<file path="config.mk">
export PLATFORM = sky130hd
export DESIGN_NAME = binary_to_decimal_ascii_top
export DESIGN_NICKNAME = d
export VERILOG_FILES = /design/src/design/b2da_pkg.sv /design/src/design/b2da_cell.sv /design/src/design/b2da_ctrl.sv /design/src/design/binary_to_decimal_ascii_top.sv
export SDC_FILE = /design/constraint.sdc
export NUM_CORES = 1
export LEC_CHECK = 0
export ABC_AREA = 1
export BUFFER_PORTS_ARGS = -buffer_cell sky130_fd_sc_hd__buf_2
export CAP_MARGIN = 20
export CORE_ASPECT_RATIO = 0.6
export CORE_MARGIN = 1
export CORE_UTILIZATION = 47
export DETAILED_ROUTE_END_ITERATION = 10
export PLACE_DENSITY_LB_ADDON = 0.3
export SLEW_MARGIN = 20
export SYNTH_ARGS = -nofsm -noshare
export SYNTH_HDL_FRONTEND = slang
export SYNTH_HIERARCHICAL = 1
export SYNTH_SLANG_ARGS = --single-unit
</file>
<file path="constraint.sdc">
create_clock -name clk -period 5.25 [get_ports clk]
set_input_delay 0 -clock clk [delete_from_list [all_inputs] [get_ports clk]]
set_output_delay 0 -clock clk [all_outputs]
set_load 0.005 [all_outputs]
</file>
<file path="src/design/b2da_pkg.sv">
// Shared constants, types and state codes for the binary to decimal ASCII converter.
`timescale 1ns / 1ps
`default_nettype none
package b2da_pkg;

  localparam int VALUE_BITS = 64;
  localparam int NUM_DIGITS = 20;
  localparam int CHAR_BITS  = 6;
  localparam int BIT_CNT_W  = $clog2(VALUE_BITS);
  localparam int DIG_CNT_W  = $clog2(NUM_DIGITS + 1);

  localparam logic [CHAR_BITS-1:0] CHAR_ZERO = CHAR_BITS'(48);
  localparam logic [3:0]           BCD_FIVE  = 4'd5;
  localparam logic [3:0]           BCD_THREE = 4'd3;

  typedef enum logic [1:0] {
    ST_IDLE,
    ST_CONVERT,
    ST_EMIT
  } state_t;

  typedef struct packed {
    logic clear;
    logic shift_bin;
    logic shift_dig;
  } cell_ctl_t;

endpackage
`default_nettype wire

</file>
<file path="src/design/b2da_cell.sv">
// One BCD digit cell: add-3 correction and binary shift, or digit shift toward the top.
`timescale 1ns / 1ps
`default_nettype none
module b2da_cell
  import b2da_pkg::*;
(
  input  wire logic      clk,
  input  wire cell_ctl_t ctl,
  input  wire logic      carry_in,
  input  wire logic[3:0] digit_in,
  output logic           carry_out,
  output logic [3:0]     digit
);

  logic [3:0] adj;
  logic [3:0] digit_next;

  always_comb begin
    adj = (digit >= BCD_FIVE) ? 4'(digit + BCD_THREE) : digit;
    carry_out = adj[3];
    priority if (ctl.clear) begin
      digit_next = 4'd0;
    end else if (ctl.shift_bin) begin
      digit_next = {adj[2:0], carry_in};
    end else if (ctl.shift_dig) begin
      digit_next = digit_in;
    end else begin
      digit_next = digit;
    end
  end

  always_ff @(posedge clk) begin
    digit <= digit_next;
  end

endmodule
`default_nettype wire

</file>
<file path="src/design/b2da_ctrl.sv">
// Sequencer: loads the value, runs the shift cycles, then walks digits out.
`timescale 1ns / 1ps
`default_nettype none
module b2da_ctrl
  import b2da_pkg::*;
(
  input  wire logic                  clk,
  input  wire logic                  rst,
  input  wire logic                  in_valid,
  output logic                       in_stall,
  input  wire logic [VALUE_BITS-1:0] value,
  input  wire logic [3:0]            top_digit,
  input  wire logic                  out_stall,
  output logic                       out_valid,
  output logic                       last,
  output logic                       bit_in,
  output cell_ctl_t                  ctl,
  output state_t                     state,
  output logic                       started
);

  state_t                 state_next;
  logic [VALUE_BITS-1:0]  value_sr;
  logic [VALUE_BITS-1:0]  value_sr_next;
  logic [BIT_CNT_W-1:0]   bit_cnt;
  logic [BIT_CNT_W-1:0]   bit_cnt_next;
  logic [DIG_CNT_W-1:0]   remaining;
  logic [DIG_CNT_W-1:0]   remaining_next;
  logic                   started_next;
  logic                   emit_en;

  assign bit_in = value_sr[VALUE_BITS-1];

  always_ff @(posedge clk) begin
    if (rst) begin
      state   <= ST_IDLE;
      started <= 1'b0;
    end else begin
      state   <= state_next;
      started <= started_next;
    end
    value_sr  <= value_sr_next;
    bit_cnt   <= bit_cnt_next;
    remaining <= remaining_next;
  end

  always_comb begin
    state_next     = state;
    started_next   = started;
    value_sr_next  = value_sr;
    bit_cnt_next   = bit_cnt;
    remaining_next = remaining;
    ctl            = '0;
    in_stall       = 1'b1;
    emit_en        = started || (top_digit != 4'd0) || (remaining == DIG_CNT_W'(1));
    out_valid      = 1'b0;
    last           = (remaining == DIG_CNT_W'(1));
    unique case (state)
      ST_IDLE: begin
        in_stall = 1'b0;
        if (in_valid) begin
          ctl.clear     = 1'b1;
          value_sr_next = value;
          bit_cnt_next  = BIT_CNT_W'(VALUE_BITS - 1);
          state_next    = ST_CONVERT;
        end
      end
      ST_CONVERT: begin
        ctl.shift_bin = 1'b1;
        value_sr_next = {value_sr[VALUE_BITS-2:0], 1'b0};
        bit_cnt_next  = bit_cnt - BIT_CNT_W'(1);
        if (bit_cnt == '0) begin
          remaining_next = DIG_CNT_W'(NUM_DIGITS);
          started_next   = 1'b0;
          state_next     = ST_EMIT;
        end
      end
      ST_EMIT: begin
        out_valid = emit_en;
        if (!emit_en) begin
          // drop a leading zero
          ctl.shift_dig  = 1'b1;
          remaining_next = remaining - DIG_CNT_W'(1);
        end else if (!out_stall) begin
          ctl.shift_dig  = 1'b1;
          remaining_next = remaining - DIG_CNT_W'(1);
          started_next   = 1'b1;
          if (last) begin
            started_next = 1'b0;
            state_next   = ST_IDLE;
          end
        end
      end
      default: begin
        state_next = ST_IDLE;
      end
    endcase
  end

endmodule
`default_nettype wire

</file>
<file path="src/design/binary_to_decimal_ascii_top.sv">
// Top level: converts an unsigned binary value into a run of ASCII decimal digits.
//
// Input channel: in_valid / in_stall with value. One transaction carries the
// number; only the low VALUE_BITS bits are used. in_stall is high whenever a
// conversion is in progress, so one value is handled at a time.
// Output channel: out_valid / out_stall with digit_char and last. One
// transaction per decimal digit, most significant first, no leading zeros;
// zero gives a single '0'. last marks the least significant digit.
// Conversion: the VALUE_BITS bits of the value shift into a row of 20 BCD
// digit cells, then the digits leave the top cell one per cycle while the
// receiver does not stall, as the row shifts upward. Leading zeros are
// dropped at one per cycle. A stall holds the top digit and the whole row;
// digit_char and last stay stable until taken. Reset returns the sequencer
// to idle and discards any run in progress.
`timescale 1ns / 1ps
`default_nettype none
module binary_to_decimal_ascii_top
  import b2da_pkg::*;
(
  input  wire logic                 clk,
  input  wire logic                 rst,
  input  wire logic                 in_valid,
  output logic                      in_stall,
  input  wire logic [63:0]          value,
  output logic                      out_valid,
  input  wire logic                 out_stall,
  output logic [CHAR_BITS-1:0]      digit_char,
  output logic                      last
);

  cell_ctl_t  ctl;
  state_t     state;
  logic       started;
  logic       bit_in;
  logic [3:0] digits [NUM_DIGITS];
  logic       carries [NUM_DIGITS];

  b2da_ctrl u_ctrl (
    .clk       (clk),
    .rst       (rst),
    .in_valid  (in_valid),
    .in_stall  (in_stall),
    .value     (value[VALUE_BITS-1:0]),
    .top_digit (digits[NUM_DIGITS-1]),
    .out_stall (out_stall),
    .out_valid (out_valid),
    .last      (last),
    .bit_in    (bit_in),
    .ctl       (ctl),
    .state     (state),
    .started   (started)
  );

  for (genvar i = 0; i < NUM_DIGITS; i++) begin : g_cell
    if (i == 0) begin : g_low
      b2da_cell u_cell (
        .clk       (clk),
        .ctl       (ctl),
        .carry_in  (bit_in),
        .digit_in  (4'd0),
        .carry_out (carries[i]),
        .digit     (digits[i])
      );
    end else begin : g_up
      b2da_cell u_cell (
        .clk       (clk),
        .ctl       (ctl),
        .carry_in  (carries[i-1]),
        .digit_in  (digits[i-1]),
        .carry_out (carries[i]),
        .digit     (digits[i])
      );
    end
  end

  assign digit_char = CHAR_ZERO + CHAR_BITS'(digits[NUM_DIGITS-1]);

`ifndef SYNTHESIS
  a_valid_only_emit: assert property (@(posedge clk) disable iff (rst)
    out_valid |-> state == ST_EMIT)
    else $error("output valid outside digit phase");

  a_no_leading_zero: assert property (@(posedge clk) disable iff (rst)
    (out_valid && !started && !last) |-> digit_char != CHAR_ZERO)
    else $error("leading zero emitted");

  a_last_ends_run: assert property (@(posedge clk) disable iff (rst)
    (out_valid && !out_stall && last) |=> (!out_valid && state == ST_IDLE))
    else $error("run continues after last digit");

  a_accept_starts: assert property (@(posedge clk) disable iff (rst)
    (in_valid && !in_stall) |=> (state == ST_CONVERT && in_stall))
    else $error("accepted value did not start conversion");
`endif

endmodule
`default_nettype wire

</file>
Word-level counts from Yosys, hierarchy flattened --
Cells that the tools add are included.
Operators by class: $lt $le $gt $ge 20, add/sub/neg operators 23, muxes and demuxes 87, reduce and logical (&&, ||, !) cells 12, eq/ne operators 9
Operators with widths (number):
- 2-to-1 mux 4 bit | 59
- one-hot mux 64 bit (2 select lines) | 1
- greater-or-equal comparator 4 x 3 -> 1 bit (second input constant) | 20
- adder 4 x 2 -> 4 bit (second input constant) | 19
- 2-to-1 mux 64 bit | 1
- 2-to-1 mux 5 bit | 3
- 2-to-1 mux 1 bit | 12
- one-hot mux 6 bit (2 select lines) | 1
- 2-to-1 mux 2 bit | 5
- one-hot mux 5 bit (2 select lines) | 1
- adder 5 x 5 -> 6 bit (first input constant) | 1
- zero test 6 bit | 1
- 2-to-1 mux 6 bit | 1
- != test 2 bit (second input constant) | 3
- one-hot mux 2 bit (3 select lines) | 1
- nonzero test 2 bit | 3
- subtractor 6 x 1 -> 6 bit (second input constant) | 1
- equality test 5 x 1 -> 1 bit (second input constant) | 1
- AND reduction 5 bit | 1
- subtractor 5 x 1 -> 5 bit (second input constant) | 1
- != test 2 x 1 -> 1 bit (second input constant) | 2
- AND reduction 4 bit | 1
- nonzero test 4 bit | 1
- adder 3 x 2 -> 3 bit (second input constant) | 1
- 9 further kinds | 10
Word-level totals: input port bits 68, logic and storage cells 176, output and inout port bits 9, register bits after elaboration 158

Longest topological paths before layout --
Gate-level depths: netlist of run 1.
depth after elaboration 7, mapped depth 11, gate-level depth less buffers 11

Hierarchy --
Netlist of run 1, hierarchy kept.
Modules (own cells, without submodules):
- b2da_cell | area each 294.0 sq um, cells each 44, instances 20, sequential area each 80.1 sq um
- b2da_ctrl | area each 3482.1 sq um, cells each 363, instances 1, sequential area each 2312.2 sq um
- binary_to_decimal_ascii_top | area each 22.5 sq um, cells each 4, instances 1, sequential area each 0.0 sq um

Worst setup path before layout of run 1 --
OpenSTA, ideal clock, no wires.
path type register to register, start point register u_ctrl.state[1], end point register u_ctrl.bit_cnt[0], enable pin, setup time 430 ps, required time 4820 ps, path slack 767 ps, buffers on the path 0, period minus slack after synthesis 4483 ps, stages on the path, launching flop included 6, data arrival time 4052 ps, path through dfxtp_1 nor2_1 inv_1 nor2_1 inv_1 nand2_1
On the way: cells in the longest elaborated chain, start to end 3, elaborated cells on any way between the ends 5, classes of those cells eq/ne (2); reduce/logical (3)
RTL lines:
- start: declaration | line b2da_ctrl.sv:18 | output state_t state,
- start signal: assignment | line b2da_ctrl.sv:39 | state <= state_next;
- equality test 2 x 1 -> 1 bit or zero test 2 bit (tied branches) | line b2da_ctrl.sv:58 | unique case (state)
- nonzero test 2 bit (no line) or != test 2 bit (tied branches)
- AND reduction 2 bit (no line) *
- end signal: assignment | line b2da_ctrl.sv:43 | bit_cnt <= bit_cnt_next;
- end: declaration | line b2da_ctrl.sv:25 | logic [BIT_CNT_W-1:0] bit_cnt;
Every way passes the cells marked *; elsewhere a longest branch is shown, timed or not. A chain may end at the register's enable or synchronous reset.

==> results of run 1 <==
## critical path, cell delays in order, from the launching register on
cell     delay [ns]
dfxtp_1        0.34
inv_2          0.05
nor2_4         0.08
buf_4          0.52
buf_4          0.85
inv_1          0.32
nand2_1        0.15
o21ai_0        0.10
a21oi_1        0.12
## state kept, by name, indices dropped and copies added (netlist names)
register	count
u_ctrl/started	1
u_ctrl/remaining	5
u_ctrl/bit_cnt	6
g_cell.g_low.u_cell/digit	4
g_cell.g_up.u_cell/digit	76
u_ctrl/value_sr	64
u_ctrl/state	2
## worst max path at each step
stage / slack, ns / to / cells past startpoint / startpoint
2_1_floorplan: 0.77 / u_ctrl/bit_cnt[0] / 5 / u_ctrl/state[1]
3_3_place_gp: 2.72 / g_cell[10].g_up.u_cell/digit[0] / 7 / u_ctrl/state[0]
3_5_place_dp: 2.67 / g_cell[10].g_up.u_cell/digit[3] / 8 / u_ctrl/state[0]
4_1_cts: 2.66 / g_cell[10].g_up.u_cell/digit[2] / 8 / u_ctrl/state[0]
5_1_grt: 2.37 / g_cell[0].g_low.u_cell/digit[0] / 8 / u_ctrl/state[0]
6_report: 2.60 / g_cell[10].g_up.u_cell/digit[2] / 8 / u_ctrl/state[0]
## power breakdown
group / total [µW] / internal (µW) / leakage, µW / switching [µW]
Combinational: 786 / 315 / 0.00343 / 471
Sequential: 1600 / 1470 / 0.00142 / 136
Clock: 1230 / 716 / 0.000290 / 511
Total: 3620 / 2500 / 0.00513 / 1120
## final cells by class
type	instances	area [µm²]
clock inverters	10	101
fillers	1680	7980
well taps	266	333
flip-flops and latches	158	3910
multi-input cells	889	4690
inverters	183	687
clock buffers	22	487
repair buffers	147	1090
## per-layer routing
metal	vias to the layer above	wire length (µm)
met1	3927	11200
met4	0	158
li1	4457	-
met3	14	797
met2	194	9380
met5	-	0
## stage by stage
stage	power, µW	instance area, µm²	hold slack, ns
CTS	3630	11300	0.313
global route	3840	11300	0.357
detailed placement	2360	10000	0.217
floorplan	2160	9380	0.0691
finish	3620	11300	0.341
global placement	2330	10000	0.217
## repair_timing
item | CTS | global route
hold buffers | 67 | 0
gates resized for setup | 0 | 0
endpoints found under the hold margin | 67 | 0
## cells in the final DEF (no fill, tap or decap), drive strengths merged, types with 4 or more instances in the layout
master and n:
a21boi 19, a21oi 69, buf 80, clkbuf 22
clkinv 4, conb 6, dfxtp 83, dlygate4sd3 67
edfxtp 75, ha 43, inv 187, nand2 401
nand3 84, nand4 40, nor2 39, o211ai 60
o21ai 106, or2 19
==> impl_metrics.yaml, run 1 <==
cts:
  ctsRootBufferMaster: "clkbuf_16"
  clk_latency_ns: 0.42
  post-cts-setup-buffers: 0
  h-tree-depth: 4
  path_clk_slew_ns: 0.06
  clockBufferDepth: 2
  cts_buffers: 17
  cts_tree: "done"
  cts.sinks: 158
sta:
  fin_skew_ns: 0.0118
  period_minus_slack_ns: 2.65
  tightest_slew_ns: 0.952
  fin_ws_ns: 2.60
  slew_violations: 0
  fmax_ghz: 0.378
  setup_tns_ns: 0
  finalHoldViolations: 0
  rsz0062_at_grt: "no"
  finalCritPeriodShare: 0.504
  relSlewSlack: 0.365
  setup_viol: 0
placement:
  dp_hpwl_mm: 13.6
  dp_slack_ns: 2.67
  dp.cells: 1576
  place.port_buffers: 74
  gp_congestion: 0.817
detailed_routing:
  num_vias: 8592
  drt-vias-per-instance: 5.13
  drc: 0
  first_pass_iters: 5
  ant_nets: 0
  wl_per_cell_um: 12.9
  wl_mm: 21.5
  first_iter_violations: 874
global_route:
  grt_pass1_vias: 7728
  use_met3: 0.0384
  grt_start_max_net_pins: 92
  grt_util_met1: 0.322
  grt_use_met2: 0.321
  grt_pass1_wl_mm: 36.5
  grt_overflow: 0
  track_usage: 0.216
  antenna_found_initial: 0
  busiest_layer: "met1"
power_and_ir_drop:
  worst_ir_drop_vdd_mv: 0.241
  p_per_area_nw_per_um2: 320
  p_leak_uw: 0.00513
run_status:
  status: "finished clean"
worst_hold_path:
  hold_end: "g_cell[15].g_up.u_cell/digit[1]"
  whs_path_depth: 5
  min-delay-path-class: "primary input to register"
  hold_start: "in_valid"
synthesis:
  syn-cell-area_um2: 9360
  netlist_instances: 1243
  synth.avg_cell_area_um2: 7.53
  yosysWarnings: 6
die:
  core_area_um2: 19300
  start_util: 0.486
  die-area_um2: 20500
  ios: 77
  num_rows: 39
  die_x_um: 184
  fp.dieH_um: 111
final_layout:
  final_nets: 1507
  area_growth_pct: 20.7
  drive_gt1_frac: 0.111
  final-instance-count-excl-fill: 1675
  final_util: 0.586
  diodes: 0
setup_path:
  worstSetupStartpointType: "register"
  r2r-start: "u_ctrl/state[0]"
  critical_path_required_ns: 5.60
  critical_path_class: "register to register"
  end_kind: "register"
  worst-path-max-fanout: 91
  rr_endpoint: "g_cell[10].g_up.u_cell/digit[2]"
  rrSetupSlack_ns: 2.60
  arrival_ns: 2.99
  reg2reg_depth: 8
flow_run:
  drv_cap: 0
Power figures use the tool's default switching activity.
==> run 2, diff against run 1 <==
ABC_AREA = 0   (was 1)
clock period = 2.4 ns   (was 5.25 ns; I/O delays follow)
==> run 2 against run 1 <==
Non-clock buffer count increased by 6. Clock skew decreased by 0.0040 ns. Power increased by 98%. Via count decreased by 16%. Critical path depth increased by 1. Register-to-register slack got worse by 2.4 ns. Cell area decreased by 2.4%. Worst setup slack got worse by 2.4 ns. Critical endpoint is now g_cell[1].g_up.u_cell/digit[0].
==> impl_metrics.yaml, run 2 <==
worst_hold_path:
  min-delay-path-class: "primary input to register"
  hold_start: "out_stall"
placement:
  gp_congestion: 0.791
  place.port_buffers: 74
  dp_hpwl_mm: 11.7
  dp_slack_ns: 0.166
cts:
  cts_buffers: 17
  clk_latency_ns: 0.42
  post-cts-setup-buffers: 0
  h-tree-depth: 4
  clockBufferDepth: 2
  cts.sinks: 158
  cts_resized: 0
  path_clk_slew_ns: 0.07
  ctsRootBufferMaster: "clkbuf_16"
  cts_hold_buf: 67
  cts_tree: "done"
die:
  start_util: 0.480
  core_area_um2: 19000
  ios: 77
  fp.dieH_um: 110
  num_rows: 39
  die_x_um: 182
  die-area_um2: 20000
setup_path:
  worstSetupStartpointType: "register"
  critical_path_required_ns: 2.71
  cp.buffers_inverters: 1
  arrival_ns: 2.55
  worst-path-max-fanout: 51
  crit_chain: "ha_1 -> nor4b_4 -> o31a_1 -> nor2_4 -> buf_12 -> mux2i_1 -> nor2_1 -> a21oi_1 -> nor2_1"
  crit_path_frequent_cell: "nor2_1"
  cp_slowest_cell: "edfxtp_1"
  end_kind: "register"
  max_stage_delay_ns: 0.45
  critical-path-top-delay-family: "compound AO/OA/AOI/OAI gates"
  worstSetupStartpoint: "u_ctrl/remaining[0]"
  critical_path_class: "register to register"
  r2r-start: "u_ctrl/remaining[0]"
global_route:
  track_usage: 0.207
  grt_pass1_vias: 6708
  grt_start_max_net_pins: 83
  antenna_found_initial: 0
  grt_overflow: 0
  grt_pass1_wl_mm: 33.4
final_layout:
  drive_gt1_frac: 0.199
  fillCellCount: 1586
  final_cell_mix: "nand2_1, nor2_1, dfxtp_1, edfxtp_1, buf_2"
  largest_reg_flops: 76
  diodes: 0
  regMostFlops: "g_cell.g_up.u_cell/digit"
  area_growth_pct: 20.8
  final_nets: 1165
  reg.largest.list: "g_cell.g_up.u_cell/digit x76, u_ctrl/value_sr x64, u_ctrl/bit_cnt x6"
power_and_ir_drop:
  total_power_uw: 7160
  worst_ir_drop_vdd_mv: 0.552
  p_per_area_nw_per_um2: 649
  p_leak_uw: 0.00388
sta:
  finalHoldViolations: 0
  slew_violations: 0
  fin_skew_ns: 0.00774
  finalCritPeriodShare: 0.935
  setup_viol: 0
  fmax_ghz: 0.446
  period_minus_slack_ns: 2.24
  fin_ws_ns: 0.157
  rsz0062_at_grt: "no"
run_status:
  status: "finished clean"
detailed_routing:
  num_vias: 7191
  wl_mm: 19.5
  wl_per_cell_um: 14.9
  ant_nets: 0
  first_iter_violations: 437
  first_pass_iters: 5
  drc: 0
  drt-vias-per-instance: 5.48
synthesis:
  yosysWarnings: 6
  synth.avg_cell_area_um2: 10.0
  netlist_instances: 909
  syn-cell-area_um2: 9130
flow_run:
  drv_cap: 0
run 2: changes by cell type in the layout (fill, tap and decap cells not counted), sizes merged, moves of 22 or more:
| cell | delta |
|---|---|
| nand2 | -316 |
| inv | -133 |
| nand3 | -82 |
| mux2 | +63 |
| o211ai | -60 |
| nor2 | +48 |
| o21ai | -47 |
| mux2i | +40 |
| nand4 | -40 |
| nand2b | +22 |
| nor3b | +22 |
run 2: where the power goes:
part           internal [µW]  total, µW  switching (µW)
clock network           1580       2770            1180
registers               3100       3310             212
logic                    535       1080             548
run 2: cell type report:
type / instances / area, µm² / area share
inverter: 48 / 180 / 0.0163
tap: 246 / 308 / 0.0279
timing repair buffer: 153 / 1220 / 0.111
multi-input combinational: 676 / 4810 / 0.436
clock buffer: 18 / 439 / 0.0398
sequential: 158 / 3920 / 0.355
clock inverter: 14 / 156 / 0.0142
run 2: worst paths after layout:
path	to	cells after the start	slack, ns
max	g_cell[1].g_up.u_cell/digit[0]	9	0.16
min	u_ctrl/started	3	0.02
max reg2reg	g_cell[1].g_up.u_cell/digit[0]	9	0.16
min reg2reg	g_cell[0].g_low.u_cell/digit[0]	2	0.51
run 2: metal layers:
metal | up-vias | share of wire | global-route usage
met2 | 134 | 0.43 | 0.314
met4 | 0 | 0.0093 | 0.0504
met1 | 3392 | 0.52 | 0.299
li1 | 3652 | - | -
met5 | - | 0 | 0
met3 | 13 | 0.042 | 0.0460
run 2: per-stage QoR:
step,instances,setup TNS (ns),utilization,instance area (µm²),hold WS [ns]
after floorplan,913,-125.02,-,9160,0.0691
after CTS,1313,0,0.579,11000,0.0144
after global routing,1313,0,0.579,11000,0.0177
after global placement,1214,0,0.513,9760,0.242
after detailed placement,1214,0,0.513,9760,0.233
final,1313,0,0.579,11000,0.0247
run 2: tightest hold or removal path: cells and delay by family:
kind	cells	cell delay [ns]
buffers and inverters	1	0.10
and+or+nand+nor	1	0.14
AOI/OAI and AO/OA	1	0.17
